## config.mk

```make
export PLATFORM = sky130hd
export DESIGN_NAME = stepper_bytecode_interpreter
export DESIGN_NICKNAME = d
export VERILOG_FILES = /design/src/sbi_pkg.sv /design/src/stepper_bytecode_interpreter.sv /design/src/sbi_decode.sv
export VERILOG_INCLUDE_DIRS = /design/src /design/src/src
export SDC_FILE = /design/constraint.sdc
export NUM_CORES = 1
export LEC_CHECK = 0
export BUFFER_PORTS_ARGS = -buffer_cell sky130_fd_sc_hd__buf_2
export CAP_MARGIN = 20
export CORE_UTILIZATION = 54
export CTS_CLUSTER_SIZE = 30
export DETAILED_ROUTE_END_ITERATION = 12
export PLACE_DENSITY = 0.91
export SETUP_SLACK_MARGIN = 0.2
export SYNTH_ARGS = -nofsm -noshare
export SYNTH_HDL_FRONTEND = slang
export SYNTH_SLANG_ARGS = --single-unit
```

## constraint.sdc

```tcl
create_clock -name clk -period 7.3 [get_ports clk]
set_clock_uncertainty 0.05 [all_clocks]
set_input_delay 0.73 -clock clk [delete_from_list [all_inputs] [get_ports clk]]
set_output_delay 0.73 -clock clk [all_outputs]
set_load 0.01 [all_outputs]
```

## src/stepper_bytecode_interpreter_defines.svh

```systemverilog
// Assertion macros for the stepper byte-code interpreter.
// No dependencies; included by stepper_bytecode_interpreter, which carries the assertions.
`ifndef STEPPER_BYTECODE_INTERPRETER_DEFINES_SVH
`define STEPPER_BYTECODE_INTERPRETER_DEFINES_SVH

// Same-cycle implication, clocked on clk, disabled while rst_n is low
`define SBI_ASSERT_NOW(label, cond, cons, msg) \
    label: assert property (@(posedge clk) disable iff (!rst_n) (cond) |-> (cons)) \
        else $error(msg);

// Next-cycle implication, clocked on clk, disabled while rst_n is low
`define SBI_ASSERT_NEXT(label, cond, cons, msg) \
    label: assert property (@(posedge clk) disable iff (!rst_n) (cond) |=> (cons)) \
        else $error(msg);

`endif

```

## src/sbi_pkg.sv

```systemverilog
// Types, code constants and helpers for the stepper byte-code interpreter.
// No dependencies.
package sbi_pkg;

    // Result kinds
    typedef enum logic [2:0] {
        KIND_PORT  = 3'd0,
        KIND_STALL = 3'd1,
        KIND_MODE  = 3'd2,
        KIND_EN    = 3'd3,
        KIND_SPIN  = 3'd4
    } kind_t;

    // Code byte classes and field masks
    localparam logic [7:0] HI_NIBBLE_MASK = 8'hF0;
    localparam logic [7:0] SPIN_SEL_MASK  = 8'hC0;
    localparam logic [7:0] CODE_DIR       = 8'h80;
    localparam logic [7:0] CODE_STEP      = 8'h90;
    localparam logic [7:0] CODE_AUX       = 8'hA0;
    localparam logic [7:0] CODE_SPIN      = 8'hC0;
    localparam logic [7:0] DIR_BITS_MASK  = 8'h55;
    localparam logic [7:0] STEP_BITS_MASK = 8'hAA;
    localparam logic [6:0] DELAY_MASK     = 7'h7F;
    localparam logic [7:0] STATUS_SEL     = 8'h08;
    localparam logic [2:0] LOW3_MASK      = 3'h7;
    localparam logic [5:0] SPIN_MASK      = 6'h3F;

    // One decoded result
    typedef struct packed {
        logic        has;
        kind_t       kind;
        logic [7:0]  port_byte;
        logic [6:0]  stall_count;
        logic [2:0]  ustep_mode;
        logic        driver_enable;
        logic [9:0]  spindle_duty;
    } res_t;

    // Spread axis bits wzyx onto even positions 0, 2, 4, 6
    function automatic logic [7:0] spread_axes(input logic [3:0] axes);
        return {1'b0, axes[3], 1'b0, axes[2], 1'b0, axes[1], 1'b0, axes[0]};
    endfunction

endpackage

```

## src/stepper_bytecode_interpreter.sv

```systemverilog
// Stepper byte-code interpreter: input register, decode, result register.
// One code per cycle sustained unless a result code waits on a low result_ready.
// Throughput is set by the single decode stage between the two registers.
// Codes that give no result retire without waiting for the result register.
// Reset (rst_n low, asynchronous) empties both stages and clears the held port bits.
// Depends on sbi_pkg, sbi_decode and stepper_bytecode_interpreter_defines.svh.
`include "stepper_bytecode_interpreter_defines.svh"

module stepper_bytecode_interpreter
    import sbi_pkg::*;
(
    input  logic        clk,
    input  logic        rst_n,
    input  logic        code_valid,
    output logic        code_ready,
    input  logic [7:0]  code_byte,
    output logic        result_valid,
    input  logic        result_ready,
    output logic [2:0]  kind,
    output logic [7:0]  port_byte,
    output logic [6:0]  stall_count,
    output logic [2:0]  ustep_mode,
    output logic        driver_enable,
    output logic [9:0]  spindle_duty
);

    logic       s1_valid_reg, s1_valid_next;
    logic [7:0] s1_code_reg;
    logic [7:0] port_bits_reg, port_bits_next;
    logic       result_valid_reg, result_valid_next;
    res_t       result_reg;
    res_t       dec_res;
    logic [7:0] dec_port_bits;
    logic       out_free;
    logic       s1_adv;
    logic       code_accept;

    // Decoder
    sbi_decode u_decode
    (
        .code          (s1_code_reg),
        .port_bits     (port_bits_reg),
        .port_bits_upd (dec_port_bits),
        .res           (dec_res)
    );

    // Stage handshakes
    assign out_free    = !result_valid_reg || result_ready;
    assign s1_adv      = s1_valid_reg && (out_free || !dec_res.has);
    assign code_ready  = !s1_valid_reg || s1_adv;
    assign code_accept = code_valid && code_ready;

    // Next-state logic
    always_comb
    begin
        s1_valid_next = s1_valid_reg;
        if (code_accept)
            s1_valid_next = 1'b1;
        else if (s1_adv)
            s1_valid_next = 1'b0;

        port_bits_next = s1_adv ? dec_port_bits : port_bits_reg;

        result_valid_next = result_valid_reg;
        if (s1_adv && dec_res.has)
            result_valid_next = 1'b1;
        else if (result_ready)
            result_valid_next = 1'b0;
    end

    // Control registers
    always_ff @(posedge clk or negedge rst_n)
    begin
        if (!rst_n)
        begin
            s1_valid_reg     <= 1'b0;
            port_bits_reg    <= '0;
            result_valid_reg <= 1'b0;
        end
        else
        begin
            s1_valid_reg     <= s1_valid_next;
            port_bits_reg    <= port_bits_next;
            result_valid_reg <= result_valid_next;
        end
    end

    // Payload registers
    always_ff @(posedge clk)
    begin
        if (code_accept)
            s1_code_reg <= code_byte;
        if (s1_adv && dec_res.has)
            result_reg <= dec_res;
    end

    // Outputs
    assign result_valid  = result_valid_reg;
    assign kind          = result_reg.kind;
    assign port_byte     = result_reg.port_byte;
    assign stall_count   = result_reg.stall_count;
    assign ustep_mode    = result_reg.ustep_mode;
    assign driver_enable = result_reg.driver_enable;
    assign spindle_duty  = result_reg.spindle_duty;

    // Assertions
    `SBI_ASSERT_NOW(a_stall_fields, result_valid && (kind == KIND_STALL),
        (port_byte == 8'd0) && (stall_count != 7'd0), "stall result with bad fields")
    `SBI_ASSERT_NOW(a_en_fields, result_valid && (kind == KIND_EN),
        (spindle_duty == 10'd0) && (ustep_mode == 3'd0) && (port_byte == 8'd0),
        "enable result with stray fields")
    `SBI_ASSERT_NEXT(a_dir_keeps_steps,
        s1_adv && ((s1_code_reg & HI_NIBBLE_MASK) == CODE_DIR),
        (port_bits_reg & STEP_BITS_MASK) == ($past(port_bits_reg) & STEP_BITS_MASK),
        "direction code altered step bits")
    `SBI_ASSERT_NOW(a_empty_ready, !s1_valid_reg, code_ready, "empty input stage not ready")

endmodule

```

## src/sbi_decode.sv

```systemverilog
// Combinational decoder for one motion code byte.
// Depends on sbi_pkg.
module sbi_decode
    import sbi_pkg::*;
(
    input  logic [7:0] code,
    input  logic [7:0] port_bits,
    output logic [7:0] port_bits_upd,
    output res_t       res
);

    logic [7:0] axes_even;

    assign axes_even = spread_axes(code[3:0]);

    // Classify the code and build the result
    always_comb
    begin
        port_bits_upd = port_bits;
        res           = '0;
        res.kind      = KIND_PORT;
        priority if ((code & HI_NIBBLE_MASK) == CODE_STEP)
        begin
            port_bits_upd = (port_bits & DIR_BITS_MASK) | {axes_even[6:0], 1'b0};
            res.has       = 1'b1;
            res.kind      = KIND_PORT;
            res.port_byte = (port_bits & DIR_BITS_MASK) | {axes_even[6:0], 1'b0};
        end
        else if (!code[7])
        begin
            // delay; a zero count gives nothing
            res.has         = (code[6:0] & DELAY_MASK) != 7'd0;
            res.kind        = KIND_STALL;
            res.stall_count = code[6:0] & DELAY_MASK;
        end
        else if ((code & HI_NIBBLE_MASK) == CODE_DIR)
        begin
            port_bits_upd = (port_bits & STEP_BITS_MASK) | axes_even;
        end
        else if ((code & HI_NIBBLE_MASK) == CODE_AUX)
        begin
            res.has = 1'b1;
            if ((code & STATUS_SEL) != 8'd0)
            begin
                res.kind          = KIND_EN;
                res.driver_enable = (code[2:0] & LOW3_MASK) != 3'd0;
            end
            else
            begin
                res.kind       = KIND_MODE;
                res.ustep_mode = code[2:0] & LOW3_MASK;
            end
        end
        else if ((code & SPIN_SEL_MASK) == CODE_SPIN)
        begin
            res.has          = 1'b1;
            res.kind         = KIND_SPIN;
            res.spindle_duty = {code[5:0] & SPIN_MASK, 4'b0000};
        end
        else
        begin
            // undefined 1011xxxx: ignored
            res.has = 1'b0;
        end
    end

endmodule
```

## Word-level counts from Yosys, hierarchy flattened

Cells that the tools add are included.
W data, S select, Z words.

- Flip-flop bits (word level): 50
- Bits of input ports: 12
- Logic and storage cells: 58
- Output and inout bits: 34

- Equal/unequal tests: 4
- Bitwise logic cells: 6
- Multiplexer cells: 14
- Reductions and logical operators: 22

Operators with widths:

| cell | number |
|---|---|
| $mux W8 | 3 |
| $mux W4 | 4 |
| $reduce_or A5 Y1 | 3 |
| $eq A4 B4 Y1 const B | 3 |
| $or A7 B8 Y8 | 1 |
| $or A8 B7 Y8 | 1 |
| $reduce_bool A2 Y1 | 4 |
| $reduce_bool A7 Y1 | 1 |
| $mux W1 | 6 |
| $not A1 Y1 | 4 |
| $reduce_or A4 Y1 | 1 |
| $logic_and A1 B1 Y1 | 3 |
| $logic_not A1 Y1 | 3 |
| $logic_or A1 B1 Y1 | 3 |
| $mux W3 | 1 |
| $reduce_and A3 Y1 | 1 |
| $reduce_bool A3 Y1 | 1 |
| $reduce_or A3 Y1 | 1 |
| $eq A2 B2 Y1 const B | 1 |
| $reduce_or A2 Y1 | 1 |

## Logic depth before layout (Yosys ltp)

- Depth in word-level cells: 12
- Depth in mapped cells: 4
- Mapped depth without buffers: 3

## Cells and area by module

From an unflattened synthesis, not the netlist that was laid out.

- Cell total of the unflattened synthesis: 150
- Area total of the unflattened synthesis: 2227.1 µm²

Modules (own cells, without submodules):

| module | cells each | times used | area each (µm²) |
|---|---|---|---|
| stepper_bytecode_interpreter | 97 | 1 | 1814.2 |
| sbi_decode | 53 | 1 | 412.9 |

## Worst setup path before layout

No wires, ideal clock.

- Path type: input -> register
- Start: input port result_ready
- End: register result_reg, in the netlist driver_enable, enable pin
- Library setup time: 0.454 ns
- Data required time: 6.796 ns
- Arrival time: 3.007 ns
- Path buffers: 0
- Cell stages on the path: 2
- Setup slack: 3.789 ns
- Cell sequence: nand2b_1 -> nor3b_1

- Word-level cells in the longest chain between the ends: 4

RTL lines:

| element | RTL line | text |
|---|---|---|
| start: declaration | stepper_bytecode_interpreter.sv:18 | `input logic result_ready,` |
| $logic_or A1 B1 Y1 | stepper_bytecode_interpreter.sv:48 | `assign out_free = !result_valid_reg \|\| result_ready;` |
| $logic_or A1 B1 Y1 | stepper_bytecode_interpreter.sv:49 | `assign s1_adv = s1_valid_reg && (out_free \|\| !dec_res.has);` |
| $logic_and A1 B1 Y1 | stepper_bytecode_interpreter.sv:49 |  |
| $logic_and A1 B1 Y1 | stepper_bytecode_interpreter.sv:93 | `if (s1_adv && dec_res.has)` |
| end signal: assignment | stepper_bytecode_interpreter.sv:94 | `result_reg <= dec_res;` |
| end: declaration | stepper_bytecode_interpreter.sv:31 | `res_t result_reg;` |

No other way between the ends.
A chain may end at the register's enable or synchronous reset.

## Final worst setup path

- Start: register s1_code_reg[6]
- End: output port code_ready

- Word-level cells in the longest chain between the ends: 10

RTL lines:

| element | RTL line | text |
|---|---|---|
| start: declaration | stepper_bytecode_interpreter.sv:28 | `logic [7:0] s1_code_reg;` |
| start signal: assignment | stepper_bytecode_interpreter.sv:92 | `s1_code_reg <= code_byte;` |
| $eq A2 B2 Y1 | sbi_decode.sv:54 | `else if ((code & SPIN_SEL_MASK) == CODE_SPIN)` |
| $mux W1 | sbi_decode.sv:54 |  |
| $mux W4 | sbi_decode.sv:40 | `else if ((code & HI_NIBBLE_MASK) == CODE_AUX)` |
| $mux W4 | sbi_decode.sv:36 | `else if ((code & HI_NIBBLE_MASK) == CODE_DIR)` |
| $mux W4 | sbi_decode.sv:29 | `else if (!code[7])` |
| $mux W4 (*) | sbi_decode.sv:22 | `priority if ((code & HI_NIBBLE_MASK) == CODE_STEP)` |
| $logic_not A1 Y1 (*) | stepper_bytecode_interpreter.sv:49 |  |
| $logic_or A1 B1 Y1 (*) | stepper_bytecode_interpreter.sv:49 |  |
| $logic_and A1 B1 Y1 (*) | stepper_bytecode_interpreter.sv:49 |  |
| $logic_or A1 B1 Y1 (*) | stepper_bytecode_interpreter.sv:50 | `assign code_ready = !s1_valid_reg \|\| s1_adv;` |
| end: declaration | stepper_bytecode_interpreter.sv:15 | `output logic code_ready,` |

Mark *: on every way between the ends. The rest lies on a longest branch, timed or not.

==> impl_metrics.toml <==
[place]
placed_area_mm2 = 0.00188
place_congestion = 0.740
dpl.hpwl_mm = 1.73
portBuffers = 41

[floorplanning]
die_w_um = 57.3
pin_count = 46
initial_utilization_pct = 58.3
rows = 19
die_h_um = 57.3
coreArea_mm2 = 0.00283
design.die.area_mm2 = 0.00328

[yosys]
yosysTopAreaCell = "edfxtp_1"
synthArstFlopShare_pct = 14.3
synth_top_area_share_pct = 65.5
syn_area_per_cell_um2 = 16.5
synth_ff_type = "edfxtp_1"
synth-warning-count = 0
synth_seq_area_share_pct = 74.6
syn_inst = 100
ys_ff_latch = 42
synth_cell_types = 25
synth.cell_area_mm2 = 0.00165
synth_edf_count = 36
synth_area_leaders = "edfxtp_1 (66%), dfrtp_1 (9.1%), and2_1 (4.5%), and2b_2 (3.7%), mux2_4 (3.6%)"

[global_routing]
grt_usage_pct = 16.7
antenna_found_initial = 0
grt_max_degree = 29
grt_pass1_wl_mm = 3.88
overflow = 0
grt_pass1_vias = 814

[worst_setup_path]
arrival_ns = 1.96
r2r-end = "s1_code_reg[6]$_DFFE_PP_"
critical_path_depth = 4
crit_path_max_fanout = 11
cpPeakStageDelay_ns = 0.54
cp-end-kind = "output pin"
path_cells = "nand2b_2 -> o21ai_0 -> or3_1 -> buf_2"
r2r_cells = 3
critical_path_required_ns = 6.52
path_buf_inv = 1
worstSetupEndpoint = "code_ready"
reg2reg_slack_ns = 5.20
crit_family = "compound AO/OA/AOI/OAI gates"
critPathLaunch = "s1_code_reg[6]$_DFFE_PP_"
cpMaxStageDelayCell = "o21ai_0"
critical_path.startpoint_type = "flop"
criticalPathCategory = "flop to output pin"
rr_startpoint = "s1_code_reg[6]$_DFFE_PP_"

[route]
routed_wl_mm = 2.45
drt-initial-drc-count = 28
dr.pass1.iters = 8
drc_errors = 3
detail-route-antenna-nets = 0
vias = 893
vias_per_cell = 5.05
wire_per_inst_um = 13.9

[clocking]
cts-root-buf = "clkbuf_4"
numClockSinks = 42
cts_buffers = 5
clk_latency_ns = 0.34
ctsResizeCount = 0
cts_tree = "built"
postCtsSetupRepairBufs = 0
clk_pin_slew_ns = 0.11
postCtsHoldBufs = 0
clock_path_buffers = 2
cts.htree.levels = 2

[layout]
area_delta_synth_final_pct = 16.7
drive_gt1_share_pct = 42.5
fin_nets = 158
diodes = 0
fillCellCount = 193
final_cell_area_mm2 = 0.00193

[pwr]
vdd_drop_max_mv = 0.129
power.density_mw_per_mm2 = 241
total_leakage_power_nw = 0.833

[sta]
fin_crit_ns = 2.74
max-slew-margin-rel_pct = 55.8
hold_viol_final = 0
rsz0062_at_grt = "no"
worst_pin_slew_ns = 0.662
fin_setup_tns_ns = 0
setup_viol = 0
fin_crit_sh_pct = 37.5
slew_viol_final = 0
clock.fmax_mhz = 365

[flow_run]
cap_viol_max_count = 0

[status]
status = "finished with violations"
violations = "DRC"

[worst_hold_path]
hold_path_class = "input port to asynchronous set/reset pin"
==> cells by family after synthesis <==
| kind of cell | after synthesis | share of synthesized area [%] |
|---|---|---|
| AO/OA/AOI/OAI | 4 | 1.59 |
| other | 1 | 0.227 |
| multiplexers | 4 | 3.64 |
| buffers and inverters | 7 | 2.50 |
| XOR/XNOR | 1 | 0.531 |
| AND/OR/NAND/NOR | 41 | 16.9 |
| flip-flops | 42 | 74.6 |
==> where the power goes <==
| part | switching [mW] | internal (mW) |
|---|---|---|
| Clock | 0.0648 | 0.0364 |
| Sequential | 0.0126 | 0.291 |
| Combinational | 0.0307 | 0.0289 |
==> cell usage in the layout, fill, tap and decap left out <==
cell type / n
and2_1: 12
and2b_2: 7
and3_1: 7
and3_2: 1
buf_2: 41
buf_4: 1
clkbuf_1: 2
clkbuf_4: 5
conb_1: 4
dfrtp_1: 6
edfxtp_1: 36
inv_1: 1
mux2_4: 4
nand2_1: 1
nand2b_1: 1
nand2b_2: 1
nand4b_1: 1
nor2_1: 3
nor2b_1: 2
nor3_1: 1
nor3b_1: 1
nor3b_2: 1
o21ai_0: 2
o31a_1: 1
o31ai_1: 1
or3_1: 1
or4b_4: 1
xor2_1: 1
==> synthesized netlist by cell type (2+ instances only) <==
cell type and count:
edfxtp_1 36, and2_1 12, and2b_2 7, and3_1 7
dfrtp_1 6, buf_4 4, mux2_4 4, nor2_1 3
clkbuf_1 2, nor2b_1 2, nor3b_1 2, o21ai_0 2
==> layer usage <==
| metal | global-route usage [%] | share of wire [%] | vias up |
|---|---|---|---|
| met5 | 0 | 0 | - |
| li1 | - | - | 445 |
| met2 | 25.7 | 48 | 38 |
| met4 | 8.36 | 2.0 | 0 |
| met1 | 21.2 | 45 | 405 |
| met3 | 6.12 | 4.9 | 5 |
==> how the worst min path moves through the flow <==
stage                                 start                      endpoint  slack [ns]  cells past startpoint
4_1_cts                               rst_n  port_bits_reg[6]$_DFFE_PN0P_        0.13                      1
2_1_floorplan                         rst_n  port_bits_reg[0]$_DFFE_PN0P_        0.38                      0
3_3_place_gp   port_bits_reg[2]$_DFFE_PN0P_  port_bits_reg[2]$_DFFE_PN0P_        0.44                      1
6_report                              rst_n  port_bits_reg[6]$_DFFE_PN0P_        0.14                      1
3_5_place_dp   port_bits_reg[0]$_DFFE_PN0P_  port_bits_reg[0]$_DFFE_PN0P_        0.43                      1
5_1_grt                               rst_n  port_bits_reg[6]$_DFFE_PN0P_        0.12                      1
==> stage by stage <==
step	utilization [%]	hold slack (ns)	std cells	setup slack, ns	power [mW]
final	68.1	0.137	177	4.56	0.464
after global routing	68.1	0.120	177	4.41	0.487
after CTS	68.1	0.133	177	4.56	0.468
after detailed placement	66.5	0.434	170	4.95	0.369
after global placement	66.5	0.438	170	5.04	0.366
after floorplan	-	0.384	103	3.79	0.346
==> area by class of cell <==
| type | instances | area, um2 | area share (%) |
|---|---|---|---|
| Sequential cell | 42 | 1230 | 63.9 |
| Multi-Input combinational cell | 54 | 394 | 20.5 |
| Timing Repair Buffer | 42 | 213 | 11.0 |
| Clock buffer | 7 | 45.0 | 2.34 |
| Tap cell | 31 | 38.8 | 2.01 |
| Inverter | 1 | 3.75 | 0.195 |
No activity file was read; power rests on OpenSTA's default activity.
